$ cat config.mk
export PLATFORM = sky130hd
export DESIGN_NAME = key_debounce_autorepeat
export DESIGN_NICKNAME = d
export VERILOG_FILES = /design/src/rtl/kda_pkg.sv /design/src/rtl/kda_key_update.sv /design/src/rtl/key_debounce_autorepeat.sv
export SDC_FILE = /design/constraint.sdc
export NUM_CORES = 1
export LEC_CHECK = 0
export BUFFER_PORTS_ARGS = -buffer_cell sky130_fd_sc_hd__buf_2
export CORE_AREA = 2 2 125 127
export DETAILED_ROUTE_END_ITERATION = 10
export DIE_AREA = 0 0 127 129
export GPL_ROUTABILITY_DRIVEN = 0
export GPL_TIMING_DRIVEN = 0
export PLACE_DENSITY = 0.79
export SETUP_SLACK_MARGIN = 0.4
export SLEW_MARGIN = 20
export SYNTH_ARGS = -nofsm -noshare
export SYNTH_HDL_FRONTEND = slang
export SYNTH_SLANG_ARGS = --single-unit
$ cat constraint.sdc
create_clock -name clk_i -period 7.3 [get_ports clk_i]
set_input_delay 0.365 -clock clk_i [delete_from_list [all_inputs] [get_ports clk_i]]
set_output_delay 0.365 -clock clk_i [all_outputs]
set_load 0.03 [all_outputs]
$ cat src/rtl/kda_pkg.sv
// Shared types, constants and register codes for the key debounce and auto-repeat block.
// Used by the key update logic, the top level and the checker; depends on nothing.
package kda_pkg;

  localparam int NUM_KEY_SLOTS = 8;
  localparam int FILTER_BITS   = 2;

  // Fixed field widths of the request and event items.
  localparam int KEY_W  = 3;
  localparam int OP_W   = 2;
  localparam int KIND_W = 2;
  localparam int CNT_W  = 8;
  localparam int CFG_W  = 8;

  // Slot index width, never wider than the key field that addresses it.
  localparam int SLOT_LOG = (NUM_KEY_SLOTS > 1) ? $clog2(NUM_KEY_SLOTS) : 1;
  localparam int SLOT_W   = (SLOT_LOG < KEY_W) ? SLOT_LOG : KEY_W;

  // Stream and register port widths.
  localparam int S_TDATA_W = 8;
  localparam int M_TDATA_W = 8;
  localparam int APB_AW    = 4;
  localparam int APB_DW    = 32;

  // Register index codes, taken from paddr[3:2].
  localparam logic [1:0] REG_LONG_DELAY   = 2'd0;
  localparam logic [1:0] REG_REPEAT_START = 2'd1;
  localparam logic [1:0] REG_RATE_STEP    = 2'd2;
  localparam logic [1:0] REG_PAUSE_LENGTH = 2'd3;

  localparam logic [CFG_W-1:0] LONG_DELAY_RST   = 8'd32;
  localparam logic [CFG_W-1:0] REPEAT_START_RST = 8'd40;
  localparam logic [CFG_W-1:0] RATE_STEP_RST    = 8'd48;
  localparam logic [CFG_W-1:0] PAUSE_LENGTH_RST = 8'd64;

  typedef enum logic [OP_W-1:0] {
    OP_TICK  = 2'd0,
    OP_PAUSE = 2'd1,
    OP_KILL  = 2'd2
  } op_e;

  typedef enum logic [KIND_W-1:0] {
    EV_FIRST  = 2'd0,
    EV_REPEAT = 2'd1,
    EV_LONG   = 2'd2,
    EV_BREAK  = 2'd3
  } ev_e;

  typedef enum logic [3:0] {
    MODE_OFF    = 4'd0,
    MODE_START  = 4'd1,
    MODE_DELAY  = 4'd2,
    MODE_PAUSED = 4'd3,
    MODE_KILLED = 4'd4,
    MODE_REP16  = 4'd5,
    MODE_REP8   = 4'd6,
    MODE_REP4   = 4'd7,
    MODE_REP2   = 4'd8,
    MODE_REP1   = 4'd9
  } mode_e;

  typedef struct packed {
    logic [CFG_W-1:0] long_delay;
    logic [CFG_W-1:0] repeat_start;
    logic [CFG_W-1:0] rate_step_length;
    logic [CFG_W-1:0] pause_length;
  } cfg_t;

  typedef struct packed {
    logic [FILTER_BITS-1:0] hist;
    mode_e                  mode;
    logic [CNT_W-1:0]       cnt;
  } key_state_t;

  typedef struct packed {
    logic valid;
    ev_e  kind;
  } event_t;

  function automatic logic slot_ok(logic [KEY_W-1:0] key);
    return int'(key) < NUM_KEY_SLOTS;
  endfunction

endpackage

$ cat src/rtl/kda_key_update.sv
// Next-state and event logic for one key: applies a tick, pause or kill request.
// Depends on kda_pkg for the state, configuration and event types.
module kda_key_update (
  input  kda_pkg::op_e        op_i,
  input  logic                level_i,
  input  kda_pkg::key_state_t cur_i,
  input  kda_pkg::cfg_t       cfg_i,
  output kda_pkg::key_state_t nxt_o,
  output kda_pkg::event_t     ev_o
);
  import kda_pkg::*;

  logic [FILTER_BITS-1:0] hist_n;
  logic [CNT_W-1:0]       cnt_inc;
  logic [CNT_W-1:0]       rep_mask;
  mode_e                  rep_mode;

  always_comb begin
    hist_n  = FILTER_BITS'({cur_i.hist, level_i});
    cnt_inc = cur_i.cnt + 8'd1;

    // Interval step: leaving an interval clears the count, so an event follows at once.
    rep_mode = cur_i.mode;
    if (cur_i.mode != MODE_REP1 && cnt_inc >= cfg_i.rate_step_length) begin
      rep_mode = mode_e'(cur_i.mode + 4'd1);
    end
    case (rep_mode)
      MODE_REP16: rep_mask = 8'd15;
      MODE_REP8:  rep_mask = 8'd7;
      MODE_REP4:  rep_mask = 8'd3;
      MODE_REP2:  rep_mask = 8'd1;
      default:    rep_mask = 8'd0;
    endcase
  end

  always_comb begin
    nxt_o      = cur_i;
    ev_o.valid = 1'b0;
    ev_o.kind  = EV_FIRST;
    case (op_i)
      OP_TICK: begin
        nxt_o.hist = hist_n;
        nxt_o.cnt  = cnt_inc;
        if (cur_i.mode != MODE_OFF && hist_n == '0) begin
          ev_o.valid = (cur_i.mode != MODE_KILLED);
          ev_o.kind  = EV_BREAK;
          nxt_o.mode = MODE_OFF;
          nxt_o.cnt  = '0;
        end else begin
          case (cur_i.mode)
            MODE_START: begin
              ev_o.valid = 1'b1;
              ev_o.kind  = EV_FIRST;
              nxt_o.mode = MODE_DELAY;
              nxt_o.cnt  = '0;
            end
            MODE_DELAY: begin
              if (cnt_inc == cfg_i.long_delay) begin
                ev_o.valid = 1'b1;
                ev_o.kind  = EV_LONG;
              end
              if (cnt_inc == cfg_i.repeat_start) begin
                nxt_o.mode = MODE_REP16;
                nxt_o.cnt  = '0;
              end
            end
            MODE_REP16, MODE_REP8, MODE_REP4, MODE_REP2, MODE_REP1: begin
              nxt_o.mode = rep_mode;
              if (rep_mode != cur_i.mode) begin
                nxt_o.cnt = '0;
              end
              ev_o.valid = ((nxt_o.cnt & rep_mask) == '0);
              ev_o.kind  = EV_REPEAT;
            end
            MODE_PAUSED: begin
              if (cnt_inc >= cfg_i.pause_length) begin
                nxt_o.mode = MODE_REP8;
                nxt_o.cnt  = '0;
              end
            end
            MODE_KILLED: begin
              nxt_o.mode = MODE_KILLED;
            end
            default: begin
              // Idle, or a code that cannot occur, which behaves as idle.
              nxt_o.mode = MODE_OFF;
              if (hist_n == '1) begin
                nxt_o.mode = MODE_START;
                nxt_o.cnt  = '0;
              end
            end
          endcase
        end
      end
      OP_PAUSE: begin
        nxt_o.mode = MODE_PAUSED;
        nxt_o.cnt  = '0;
      end
      OP_KILL: begin
        nxt_o.mode = MODE_KILLED;
      end
      default: begin
        nxt_o = cur_i;
      end
    endcase
  end

endmodule

$ cat src/rtl/key_debounce_autorepeat.sv
// Top level of the key debounce and auto-repeat block: stream ports, register port,
// per-key state and the output register. Depends on kda_pkg and kda_key_update.

// A request enters an input register, is resolved against its key's state and leaves
// through an output register. One request is accepted every cycle while the output is
// not stalled, with a single read-modify-write of the per-key state per request; a
// stalled output holds the pipeline for as long as m_axis_tready stays low. Per-key
// state sits in flip-flops and is cleared by reset, so no start-up sweep is needed.
// Registers are to be written over APB only while no request is in flight; the block
// itself does not enforce it.
module key_debounce_autorepeat (
  input  logic                                 clk_i,
  input  logic                                 rst_ni,
  input  logic                                 s_axis_tvalid,
  output logic                                 s_axis_tready,
  // [2:0] key_index, [3] level, [7:4] zero
  input  logic [kda_pkg::S_TDATA_W-1:0]        s_axis_tdata,
  // [1:0] op
  input  logic [kda_pkg::OP_W-1:0]             s_axis_tuser,
  output logic                                 m_axis_tvalid,
  input  logic                                 m_axis_tready,
  // [2:0] event_key, [7:3] zero
  output logic [kda_pkg::M_TDATA_W-1:0]        m_axis_tdata,
  // [1:0] event_kind
  output logic [kda_pkg::KIND_W-1:0]           m_axis_tuser,
  input  logic                                 psel,
  input  logic                                 penable,
  input  logic                                 pwrite,
  input  logic [kda_pkg::APB_AW-1:0]           paddr,
  input  logic [kda_pkg::APB_DW-1:0]           pwdata,
  output logic [kda_pkg::APB_DW-1:0]           prdata,
  output logic                                 pready
);
  import kda_pkg::*;

  cfg_t cfg_q;

  logic             s1_valid_q;
  op_e              s1_op_q;
  logic [KEY_W-1:0] s1_key_q;
  logic             s1_level_q;
  logic             s1_adv;
  logic             s1_hit;

  logic [FILTER_BITS-1:0] hist_q [NUM_KEY_SLOTS];
  mode_e                  mode_q [NUM_KEY_SLOTS];
  logic [CNT_W-1:0]       cnt_q  [NUM_KEY_SLOTS];
  logic [SLOT_W-1:0]      slot;

  key_state_t cur_state;
  key_state_t nxt_state;
  event_t     ev;

  logic             out_valid_q;
  ev_e              out_kind_q;
  logic [KEY_W-1:0] out_key_q;

  // Register port.
  assign pready = 1'b1;

  always_ff @(posedge clk_i or negedge rst_ni) begin
    if (!rst_ni) begin
      cfg_q.long_delay       <= LONG_DELAY_RST;
      cfg_q.repeat_start     <= REPEAT_START_RST;
      cfg_q.rate_step_length <= RATE_STEP_RST;
      cfg_q.pause_length     <= PAUSE_LENGTH_RST;
    end else if (psel && penable && pwrite) begin
      case (paddr[3:2])
        REG_LONG_DELAY:   cfg_q.long_delay       <= pwdata[CFG_W-1:0];
        REG_REPEAT_START: cfg_q.repeat_start     <= pwdata[CFG_W-1:0];
        REG_RATE_STEP:    cfg_q.rate_step_length <= pwdata[CFG_W-1:0];
        REG_PAUSE_LENGTH: cfg_q.pause_length     <= pwdata[CFG_W-1:0];
        default:          cfg_q                  <= cfg_q;
      endcase
    end
  end

  always_comb begin
    case (paddr[3:2])
      REG_LONG_DELAY:   prdata = APB_DW'(cfg_q.long_delay);
      REG_REPEAT_START: prdata = APB_DW'(cfg_q.repeat_start);
      REG_RATE_STEP:    prdata = APB_DW'(cfg_q.rate_step_length);
      REG_PAUSE_LENGTH: prdata = APB_DW'(cfg_q.pause_length);
      default:          prdata = '0;
    endcase
  end

  // The input register moves on whenever the output register is free or being emptied.
  assign s1_adv        = !out_valid_q || m_axis_tready;
  assign s_axis_tready = !s1_valid_q || s1_adv;

  always_ff @(posedge clk_i or negedge rst_ni) begin
    if (!rst_ni) begin
      s1_valid_q <= 1'b0;
    end else if (s_axis_tready) begin
      s1_valid_q <= s_axis_tvalid;
    end
  end

  always_ff @(posedge clk_i) begin
    if (s_axis_tready && s_axis_tvalid) begin
      s1_op_q    <= op_e'(s_axis_tuser);
      s1_key_q   <= s_axis_tdata[KEY_W-1:0];
      s1_level_q <= s_axis_tdata[KEY_W];
    end
  end

  // Per-key state, read and written back at the key held in the input register.
  assign slot   = s1_key_q[SLOT_W-1:0];
  assign s1_hit = s1_valid_q && s1_adv && slot_ok(s1_key_q);

  assign cur_state.hist = hist_q[slot];
  assign cur_state.mode = mode_q[slot];
  assign cur_state.cnt  = cnt_q[slot];

  kda_key_update u_update (
    .op_i    (s1_op_q),
    .level_i (s1_level_q),
    .cur_i   (cur_state),
    .cfg_i   (cfg_q),
    .nxt_o   (nxt_state),
    .ev_o    (ev)
  );

  always_ff @(posedge clk_i or negedge rst_ni) begin
    if (!rst_ni) begin
      for (int i = 0; i < NUM_KEY_SLOTS; i++) begin
        hist_q[i] <= '0;
        mode_q[i] <= MODE_OFF;
        cnt_q[i]  <= '0;
      end
    end else if (s1_hit) begin
      hist_q[slot] <= nxt_state.hist;
      mode_q[slot] <= nxt_state.mode;
      cnt_q[slot]  <= nxt_state.cnt;
    end
  end

  // Output register.
  always_ff @(posedge clk_i or negedge rst_ni) begin
    if (!rst_ni) begin
      out_valid_q <= 1'b0;
    end else if (s1_adv) begin
      out_valid_q <= s1_hit && ev.valid;
    end
  end

  always_ff @(posedge clk_i) begin
    if (s1_hit && ev.valid) begin
      out_kind_q <= ev.kind;
      out_key_q  <= s1_key_q;
    end
  end

  assign m_axis_tvalid = out_valid_q;
  assign m_axis_tuser  = out_kind_q;
  assign m_axis_tdata  = M_TDATA_W'(out_key_q);

endmodule

== Word-level counts from Yosys, hierarchy flattened ==
Cells that the tools add are included.
Storage, ports and cells
  flip-flop bits (word level): 157
  input bits: 53
  output and inout bits: 45
  logic and storage cells: 127
Operators by class
  $add $sub $neg: 2
  magnitude comparators: 4
  equal/unequal tests: 24
  mux-type cells: 38
  bitwise gates (word level): 2
  reductions and logical operators: 22
Operators with widths (count)
  $pmux W32 S4: 1
  $bwmux W64: 1
  $mux W8: 7
  $pmux W8 S5: 1
  $mux W12: 3
  $bwmux W32: 1
  $eq A4 B3 Y1 const B: 7
  $bmux W8 S3: 1
  $demux W8 S3: 1
  $pmux W4 S5: 1
  $bwmux W16: 1
  $eq A8 B8 Y1: 2
  $ge A8 B8 Y1: 2
  $mux W4: 4
  $pmux W4 S4: 1
  $pmux W8 S2: 1
  $bmux W4 S3: 1
  $demux W4 S3: 1
  $eq A4 B4 Y1 const B: 3
  $pmux W4 S3: 1
  $mux W3: 3
  $mux W9: 1
  $pmux W3 S3: 1
  $add A8 B1 Y8 const B: 1
  23 further kinds: 45

== Logic depth before layout (Yosys ltp) ==
Gate-level depths: netlist of run 1.
  word-level depth: 19
  gate-level depth with buffers: 21
  mapped depth without buffers: 18

== Cells and area by module ==
A second synthesis of run 1 with hierarchy kept.
Unflattened totals
  cell total of the unflattened synthesis: 657
  area total of the unflattened synthesis: 8745.9 µm²
By module, submodules not included
  key_debounce_autorepeat: times used 1, cells an instance 437, area an instance 7245.7 µm², seq. area each 3991.3 µm²
  kda_key_update: times used 1, cells an instance 220, area an instance 1500.2 µm², seq. area each 0.0 µm²

== Worst setup path before layout of run 1 ==
OpenSTA, ideal clock, no wires.
  kind: register to register
  start point: reg s1_key_q[0]
  end point: reg cnt_q[11] in the netlist's numbering
  arrival time: 4.884 ns
  required time: 7.175 ns
  setup slack: 2.291 ns
  cell stages (with the launch flop): 20
  buffers on the path: 5
  cell sequence: edfxtp_1 buf_2 buf_6 buf_2 buf_1 mux4_2 ha_1 inv_1 or4_4 nor3b_2 xnor2_1 ha_1 and3_1 nand2_1 o21ai_0 a22oi_1 or4_1 buf_2 a32o_2 mux2_2
On the way
  longest elaborated chain between the ends: 17
  elaborated cells between the ends (all ways): 49
RTL lines
  start, declared: line key_debounce_autorepeat.sv:40  | logic [KEY_W-1:0] s1_key_q;
  start signal, assigned: line key_debounce_autorepeat.sv:103  | s1_key_q <= s_axis_tdata[KEY_W-1:0];
  $not A3 Y4 (not written as such) *
  $bmux W8 S3: line key_debounce_autorepeat.sv:114  | assign cur_state.cnt = cnt_q[slot];
  $mux W8 (not written as such) (2 in series): line key_debounce_autorepeat.sv:114
  $add A8 B1 Y8: line kda_key_update.sv:20  | cnt_inc = cur_i.cnt + 8'd1;
  $ge A8 B8 Y1: line kda_key_update.sv:24  | if (cur_i.mode != MODE_REP1 && cnt_inc >= cfg_i.rate_step_length) begin
  $logic_and A1 B1 Y1: line kda_key_update.sv:24
  $mux W4: line kda_key_update.sv:24
  $ne A4 B4 Y1: line kda_key_update.sv:69  | if (rep_mode != cur_i.mode) begin
  $mux W8: line kda_key_update.sv:69
  $mux W8: line kda_key_update.sv:50  | case (cur_i.mode)
  $mux W8: line kda_key_update.sv:44  | if (cur_i.mode != MODE_OFF && hist_n == '0) begin
  $mux W8: line kda_key_update.sv:40  | case (op_i)
  $pmux W8 S5: line kda_key_update.sv:50
  $mux W12: line kda_key_update.sv:44
  $pmux W8 S2: line kda_key_update.sv:40
  $bwmux W64 *: line key_debounce_autorepeat.sv:135  | cnt_q[slot] <= nxt_state.cnt;
  end signal, assigned by index: line key_debounce_autorepeat.sv:135
  end, declared: line key_debounce_autorepeat.sv:47  | logic [CNT_W-1:0] cnt_q [NUM_KEY_SLOTS];
Every way passes the cells marked *; elsewhere a longest branch is shown, timed or not. The select of a mux whose other input is x is not followed.
A chain may end at the register's enable or synchronous reset.

== Worst setup path in the final report of run 1 ==
  start point: reg s1_key_q[0]
  end point: reg cnt_q[26] in the netlist's numbering
Same word-level chain as after synthesis.

==> results of run 1 <==
==> synth_stat cells (4+ instances only) <==
cell,number
edfxtp_1,11
nor2_1,47
nor3_1,10
a31oi_1,21
dfstp_2,6
xor2_1,6
nor2b_1,6
or2_2,5
nand3_1,12
buf_2,10
dfrtp_1,132
buf_4,31
a32o_2,4
nand2b_1,10
a31o_2,5
nand2_1,67
mux4_2,21
mux2i_1,20
a211oi_1,4
nand4_1,4
o21a_1,5
o22ai_1,6
and3b_1,4
clkbuf_1,18
or3_1,4
a22oi_1,4
o31ai_1,9
o21ai_0,23
nor3b_1,4
inv_1,30
ha_1,21
a21oi_1,20
mux2_2,111
xnor2_1,15
==> logic make-up (layout without fill, tap and decap cells) <==
family,Yosys count,count (layout)
compound gates,138,138
other cells,2,30
buf+inv,94,165
flops,149,149
xor+xnor,23,23
fa+ha+maj,21,21
mux,156,156
simple gates,192,192
==> where the power goes <==
| group | internal (mW) | leakage, nW | switching [mW] | total [mW] |
|---|---|---|---|---|
| Clock | 0.497 | 0.293 | 0.375 | 0.872 |
| Combinational | 0.441 | 2.31 | 0.567 | 1.01 |
| Sequential | 1.05 | 1.87 | 0.135 | 1.18 |
==> area by class of cell <==
cell class | count | area [um2]
Inverter | 31 | 116
Sequential cell | 149 | 3790
Multi-Input combinational cell | 560 | 4500
Tap cell | 188 | 235
Buffer | 63 | 373
Timing Repair Buffer | 39 | 233
Clock buffer | 18 | 450
Fill cell | 1143 | 5140
Clock inverter | 14 | 139
==> placed cells by master (no fill, tap or decap), types with 23 or more instances in the layout <==
| cell type | synthesis | layout |
|---|---|---|
| nand2_1 | 67 | 67 |
| o21ai_0 | 23 | 23 |
| dfrtp_1 | 132 | 132 |
| mux2_2 | 111 | 111 |
| buf_4 | 31 | 31 |
| buf_2 | 10 | 46 |
| nor2_1 | 47 | 47 |
| inv_1 | 30 | 30 |
| conb_1 | 2 | 30 |
==> state kept, by name, summed over array words and instances (netlist names) <==
name           cells
cnt_q             64
cfg_q             32
mode_q            32
hist_q             8
out_key_q          3
s1_key_q           3
m_axis_tuser       2
s1_op_q            2
m_axis_tvalid      1
s1_level_q         1
s1_valid_q         1
==> stage by stage <==
stage | area (um2) | cells | power, mW | hold WS (ns) | util, %
after floorplan | 8770 | 803 | 1.90 | 0.0694 | -
after detailed placement | 9230 | 1029 | 2.17 | 0.295 | 61.7
after global routing | 9830 | 1062 | 3.21 | 0.0915 | 65.7
after CTS | 9830 | 1062 | 3.05 | 0.0965 | 65.7
after global placement | 9190 | 1028 | 2.14 | 0.457 | 61.4
final | 9830 | 1062 | 3.06 | 0.106 | 65.7
==> worst paths after layout <==
check / to / slack, ns / depth (start not counted) / from
setup / recovery: cnt_q[26] / 0.73 / 18 / s1_key_q[0]
hold / removal: s1_op_q[0] / 0.11 / 1 / s_axis_tuser[0]
setup reg to reg: cnt_q[26] / 0.73 / 18 / s1_key_q[0]
hold reg to reg: hist_q[8] / 0.48 / 2 / hist_q[8]
max in group asynchronous: cnt_q[2] / 6.12 / 3 / rst_ni
min in group asynchronous: cfg_q[20] / 0.43 / 2 / rst_ni
==> routing by layer <==
layer | global-route usage (%) | vias to the layer above | part of all wire, %
met3 | 6.94 | 63 | 8.2
met2 | 45.4 | 348 | 48
met5 | 0 | - | 0
met4 | 11.3 | 0 | 3.2
met1 | 34.9 | 3273 | 40
li1 | - | 2963 | -
==> metrics, run 1 <==
cts repair resizes=0; post-synthesis mux area share=around 23%; clk slew on worst S/H paths=approximately 0.070 ns; slowest cell delay on critical path=0.57 ns; CTS Hold Bufs=1; Die Wd=~130 um; starting density of the core=between 50 and 60%; pin count of the biggest net entering global routing=90; post-CTS setup buffers=0; drt first-iter violations=slightly below 900; Post-Syn Area per Cell=11.2 um2; sequential cell area fraction in the yosys report=about 44%; Synth area leader=dfrtp_1; Top FF cell, synth=dfrtp_1; drt first pass iters=6; Ys Warns=0; grt total ovfl=0; Crit path required time=7.65 ns; max cap viols=0; vias after detailed routing=approximately 6600; crit path time final=about 6.6 ns; share of layout cells above drive strength 1=around a third; via count of the first global-routing pass=between 6000 and 7000; Compound-Gate Fraction of Synth Area=11.2%; Longest Clk Path Bufs=2; core footprint=~15000 um2; GR Util All Layers=between 20 and 30%; first-pass GRT wire length=about 34000 um; Crit. End Element=register; Slew Limit Headroom=35.6%; Routed WL per cell=20.7 um; Synth Area in XOR/XNOR=about 2.7%; Fmax=0.152 GHz; clk_lat worst skew=between 0.4 and 0.5 ns; CP Data Arrival Time=6.92 ns; total clock sinks=around 150; fin. max-slew vios=0; post-DP HPWL=between 15000 and 20000 um; DR DRC count=0; die height=roughly 130 um; Crit path max-delay family=compound AO/OA/AOI/OAI gates; Setup Skew=about 0.012 ns; Post-Synthesis Cells=~780; antenna fix cells=0; Row Count=45; Post-Syn Area=between 8000 and 9000 um2; Die Area=16400 um2; initial antenna violation count=0; # IOs=98; Root Driver=clkbuf_16; area delta synth->final=13.5%; crit path cell chain=buf_2 > buf_6 > buf_2 > buf_1 > mux4_2 > ha_1 > inv_1 > or4_4 > nor3b_2 > xnor2_1 > ha_1 > a21o_1 > a221oi_1 > o21ai_0 > a22oi_1 > o221a_2 > nand3_1 > a31oi_1; post-route ant nets=0; H-tree Lvls=4; crit-path max FO=10; Max stage delay cell, worst path=edfxtp_1; Synth area leaders=dfrtp_1, mux2_2, mux4_2; outcome=complete, no violations; adder-cell share of the synthesized area=slightly above 3%; Placement Setup Slack=0.987 ns; EDFF count, synth=11; Setup CP Type=reg2reg; Total Wirelength=between 20000 and 25000 um; RSZ-0062 raised after global routing=false; I/O Buffers=37; share of the synthesized area in the top cell type=about two fifths; Pleak=around 4.5 nW; total CTS buffers=17; fin nets=around 940; Setup WS post-layout=between 0.7 and 0.8 ns; simple-gate share of the synthesized area=~11%; VDD IR max=between 0.00015 and 0.0002 V; endpoints failing setup=0; setup_tns=0 ns; Fin. Hold Viols=0; Seq cells post-synth=roughly 150; worst hold path class=in2reg; DR vias/cell=6.26; distinct cell type count after synthesis=76; Worst Setup Start Kind=register; CP bufs+invs=5; CTS tree=done; worst-margin pin slew=between 0.9 and 1 ns; Cell Pwr Density=between 300 and 400 nW/um2; period utilization=90.0%; asr flop ratio synth=92.6%; largest family of logic cells by synthesized area=multiplexers
(Power assumes the default switching activity.)
==> inputs of run 2 (changes only) <==
--- a/config.mk
+++ b/config.mk
@@ -5,11 +5,10 @@
 export SDC_FILE = /design/constraint.sdc
 export NUM_CORES = 1
 export LEC_CHECK = 0
-export BUFFER_PORTS_ARGS = -buffer_cell sky130_fd_sc_hd__buf_2
-export CORE_AREA = 2 2 125 127
+export CORE_AREA = 2 2 120 122
 export DETAILED_ROUTE_END_ITERATION = 10
-export DIE_AREA = 0 0 127 129
-export GPL_ROUTABILITY_DRIVEN = 0
+export DIE_AREA = 0 0 122 124
+export DONT_BUFFER_PORTS = 1
 export GPL_TIMING_DRIVEN = 0
 export PLACE_DENSITY = 0.79
 export SETUP_SLACK_MARGIN = 0.4
==> metrics, run 2 (synthesis results as in run 1) <==
Largest register FFs=between 60 and 70; worst hold path class=in2reg; area delta synth->final=11.2%; Longest Clk Path Bufs=2; GPL Wtd Cong=0.969; total clock sinks=149; Net Sw Power=about 1.1 mW; Hold WS=roughly 0.018 ns; Setup CP Type=reg2reg; sw frac=about a third; sequential share of power=around 39%; RSZ-0062 raised after global routing=false; clk slew on worst S/H paths=about 0.06 ns; grt total ovfl=0; outcome=complete, no violations; setup_tns=0 ns; via count of the first global-routing pass=6694; share of layout cells above drive strength 1=between 20 and 30%; GR Util All Layers=roughly a third; CP Data Arrival Time=~7.0 ns; Reg2Reg Depth=18; DR DRC count=0; starting density of the core=a little over three fifths; worst-margin pin slew=1.00 ns; Max stage delay cell, worst path=a2111oi_0; R2R setup slack=about 0.65 ns; crit path cell chain=buf_2 > buf_6 > buf_2 > buf_1 > mux4_2 > ha_1 > inv_1 > or4_4 > nor3b_2 > xnor2_1 > ha_1 > a2111oi_0 > a22oi_1 > a21bo_2 > a22oi_1 > o221a_2 > nand3_1 > a31oi_1; Crit path max-delay family=compound AO/OA/AOI/OAI gates; total CTS buffers=17; DR vias/cell=roughly 6.5; VDD IR max=0.000198 V; Worst Setup Start Kind=register; WHS Path Cells=0; min-delay src=s_axis_tdata[2]; Root Driver=clkbuf_16; core footprint=13700 um2; Fin. Hold Viols=0; Cell Pwr Density=320 nW/um2; largest reg by FF count=cnt_q; first-pass GRT wire length=around 35000 um; Setup Skew=0.00950 ns; I/O Buffers=0; Total Wirelength=22800 um; Routed WL per cell=22.5 um; drt first pass iters=5; commonest cells after routing, fill and taps aside=dfrtp_1, mux2_2, nand2_1; endpoints failing setup=0; commonest non-fill, non-tap cell in the layout=dfrtp_1; vias after detailed routing=roughly 6600; crit-path max FO=10; Pleak=approximately 4.3 nW; Row Count=between 40 and 50; fin nets=898; Die Area=15100 um2; RR Startpoint=s1_key_q[0]; post-DP HPWL=around 16000 um; Crit. End Element=register; Int Power=2.02 mW; fin. max-slew vios=0; slowest cell delay on critical path=roughly 0.73 ns; period utilization=between 90% and 100%; post-route ant nets=0; Crit path required time=approximately 7.7 ns; # IOs=98; Slew Limit Headroom=33.3%; drt first-iter violations=882; Fmax=approximately 0.15 GHz; Min-Delay Endpoint=s1_key_q[2]; clk_lat worst skew=about 0.44 ns; CTS tree=done; Worst R2R End=cnt_q[26]; biggest regs=cnt_q: 64 flops, cfg_q: 32 flops, mode_q: 32 flops; die height=~120 um; CP bufs+invs=5; max cap viols=0; Logic pwr share=32.2%; Die Wd=between 100 and 150 um; antenna fix cells=0; clock power share=between 20% and 30%; H-tree Lvls=4; initial antenna violation count=0; crit path time final=6.65 ns; pin count of the biggest net entering global routing=roughly 140
## run 2: layout make-up
type / instances / area [um2]
Multi-Input combinational cell: 560 / 4500
Fill cell: 971 / 4080
Sequential cell: 149 / 3790
Clock buffer: 20 / 447
Buffer: 63 / 373
Tap cell: 180 / 225
Clock inverter: 11 / 151
Inverter: 31 / 116
Timing Repair Buffer: 2 / 37.5
## run 2: per-layer routing
layer	vias to the layer above	share of wire [%]	global-route usage, %
met3	60	8.1	8.20
met5	-	0	0
met2	336	50	54.3
met1	3295	38	36.8
met4	0	3.1	14.2
li1	2887	-	-
## run 2: per-stage QoR
| stage | instances | instance area (um2) | setup WS, ns | util, % | power [mW] |
|---|---|---|---|---|---|
| 6_report | 1016 | 9640 | 0.653 | 70.2 | 3.09 |
| 2_1_floorplan | 803 | 8770 | 2.29 | - | 1.90 |
| 5_1_grt | 1016 | 9640 | 0.503 | 70.2 | 3.23 |
| 3_5_place_dp | 983 | 9000 | 0.836 | 65.6 | 2.15 |
| 4_1_cts | 1016 | 9640 | 0.810 | 70.2 | 3.07 |
| 3_3_place_gp | 983 | 9000 | 0.967 | 65.6 | 2.10 |
## run 2: power groups by stage
| stage | clock network (mW) | logic, mW | registers [mW] |
|---|---|---|---|
| after floorplan | 0 | 0.752 | 1.15 |
| after global routing | 0.939 | 1.08 | 1.22 |
| after global placement | 0 | 0.919 | 1.18 |
| final | 0.899 | 0.996 | 1.19 |
| after CTS | 0.904 | 0.978 | 1.19 |
| after detailed placement | 0 | 0.952 | 1.20 |
## run 2: worst max path at each step
stage,from,end,slack [ns],cells after the start
global route,s1_key_q[0],cnt_q[34],0.50,19
global placement,s1_key_q[0],cnt_q[10],0.97,18
finish,s1_key_q[0],cnt_q[26],0.65,18
detailed placement,s1_key_q[0],cnt_q[26],0.84,18
floorplan,s1_key_q[0],cnt_q[11],2.29,19
CTS,s1_key_q[0],cnt_q[26],0.81,18
## run 2: what timing repair did
item / in CTS / in global routing
endpoints found under the hold margin: 138 / 0
gates resized for setup: 0 / 0
setup buffers: 0 / 0
hold buffers: 2 / 0
==> inputs of run 3 (changes only) <==
--- a/config.mk
+++ b/config.mk
@@ -5,13 +5,14 @@
 export SDC_FILE = /design/constraint.sdc
 export NUM_CORES = 1
 export LEC_CHECK = 0
-export CORE_AREA = 2 2 120 122
+export CORE_AREA = 2 2 134 110
 export DETAILED_ROUTE_END_ITERATION = 10
-export DIE_AREA = 0 0 122 124
+export DIE_AREA = 0 0 136 112
 export DONT_BUFFER_PORTS = 1
 export GPL_TIMING_DRIVEN = 0
-export PLACE_DENSITY = 0.79
+export PLACE_DENSITY = 0.78
 export SETUP_SLACK_MARGIN = 0.4
+export SKIP_CTS_REPAIR_TIMING = 1
 export SLEW_MARGIN = 20
 export SYNTH_ARGS = -nofsm -noshare
 export SYNTH_HDL_FRONTEND = slang
==> metrics, run 3 (synthesis results as in run 1) <==
core footprint=approximately 14000 um2; Largest register FFs=between 60 and 70; DP Area=9010 um2; area delta synth->final=10.4%; Setup CP Type=reg2reg; I/O Buffers=0; pin count of the biggest net entering global routing=approximately 140; H-tree Lvls=4; Worst Setup Start Kind=register; via count of the first global-routing pass=6412; R2R setup slack=approximately 0.63 ns; biggest regs=cnt_q: 64 flops, cfg_q: 32 flops, mode_q: 32 flops; commonest cells after routing, fill and taps aside=dfrtp_1, mux2_2, nand2_1; Crit path required time=~7.6 ns; DR DRC count=0; total CTS buffers=17; commonest non-fill, non-tap cell in the layout=dfrtp_1; Min-Delay Endpoint=s1_key_q[0]; VDD IR max=~0.00021 V; GPL Wtd Cong=approximately 0.97; CP Data Arrival Time=7.01 ns; die height=roughly 110 um; fin area=between 9000 and 10000 um2; setup_tns=0 ns; clk_lat worst skew=~0.43 ns; Reg2Reg Depth=19; Longest Clk Path Bufs=2; share of layout cells above drive strength 1=about 28%; crit path time final=6.67 ns; Routed WL per cell=approximately 23 um; endpoints failing setup=0; Crit. End Element=register; # IOs=98; Hold WS=between 0.03 and 0.04 ns; GR Util All Layers=about a third; Die Wd=around 140 um; outcome=complete, no violations; largest reg by FF count=cnt_q; Row Count=39; Fmax=around 0.15 GHz; WHS Path Cells=0; post-route ant nets=0; Pleak=4.28 nW; Cell Pwr Density=312 nW/um2; fin nets=around 900; max cap viols=0; first-pass GRT wire length=approximately 36000 um; worst hold path class=in2reg; min-delay src=s_axis_tdata[0]; DR vias/cell=around 6.5; worst-margin pin slew=0.893 ns; antenna fix cells=0; Slew Limit Headroom=around 40%; drt first-iter violations=around 970; Die Area=~15000 um2; post-DP HPWL=between 15000 and 20000 um; RSZ-0062 raised after global routing=false; RR Startpoint=s1_key_q[0]; vias after detailed routing=roughly 6600; drt first pass iters=5; initial antenna violation count=0; CTS tree=done; fin. max-slew vios=0; crit-path max FO=10; Root Driver=clkbuf_16; Setup Skew=roughly 0.008 ns; total clock sinks=approximately 150; clk slew on worst S/H paths=around 0.060 ns; Worst R2R End=cnt_q[26]; Total Wirelength=roughly 23000 um; period utilization=~90%; grt total ovfl=0; starting density of the core=a little over 60%; Fin. Hold Viols=0
run 3: worst max-delay path by stage:
stage,startpoint,endpoint,slack [ns]
2_1_floorplan,s1_key_q[0],cnt_q[11],2.29
3_3_place_gp,s1_key_q[0],cnt_q[10],0.86
3_5_place_dp,s1_key_q[0],cnt_q[26],0.72
4_1_cts,s1_key_q[0],cnt_q[26],0.66
5_1_grt,s1_key_q[0],cnt_q[26],0.47
6_report,s1_key_q[0],cnt_q[26],0.63
run 3: power breakdown:
part / internal [mW] / switching (mW)
clock: 0.454 / 0.337
sequential: 1.05 / 0.146
combinational: 0.428 / 0.570
run 3: layer usage:
layer | vias up | share of wire (%) | global-route usage (%)
li1 | 2882 | - | -
met1 | 3311 | 43 | 46.8
met2 | 358 | 46 | 47.2
met3 | 40 | 9.4 | 7.47
met4 | 0 | 1.6 | 8.47
met5 | - | 0 | 0
run 3: cell type report:
type | instances | area [um2]
Multi-Input combinational cell | 560 | 4500
Fill cell | 1040 | 4390
Sequential cell | 149 | 3790
Clock buffer | 21 | 470
Buffer | 63 | 374
Tap cell | 184 | 230
Inverter | 31 | 116
Clock inverter | 8 | 52.6
Timing Repair Buffer | 2 | 37.5
run 3: through the flow:
step,setup WS [ns],util (%),cells,total power [mW]
floorplan,2.29,-,803,1.90
global placement,0.865,64.5,987,2.10
detailed placement,0.722,64.5,987,2.15
CTS,0.655,68.3,1016,2.94
global route,0.468,68.6,1018,3.13
finish,0.629,68.6,1018,2.98
run 3: critical path, cell delays in order (launching register included):
cell,delay [ns]
edfxtp_1,0.54
buf_2,0.27
buf_6,0.18
nor2_1,0.36
a221oi_1,0.14
o22a_1,0.34
inv_1,0.25
ha_1,0.32
inv_1,0.08
or4_4,0.60
nor3b_2,0.26
xnor2_1,0.28
ha_1,0.34
a21o_1,0.17
a221oi_1,0.55
o21ai_0,0.44
a22oi_1,0.41
o221a_2,0.41
nand3_1,0.33
a31oi_1,0.30
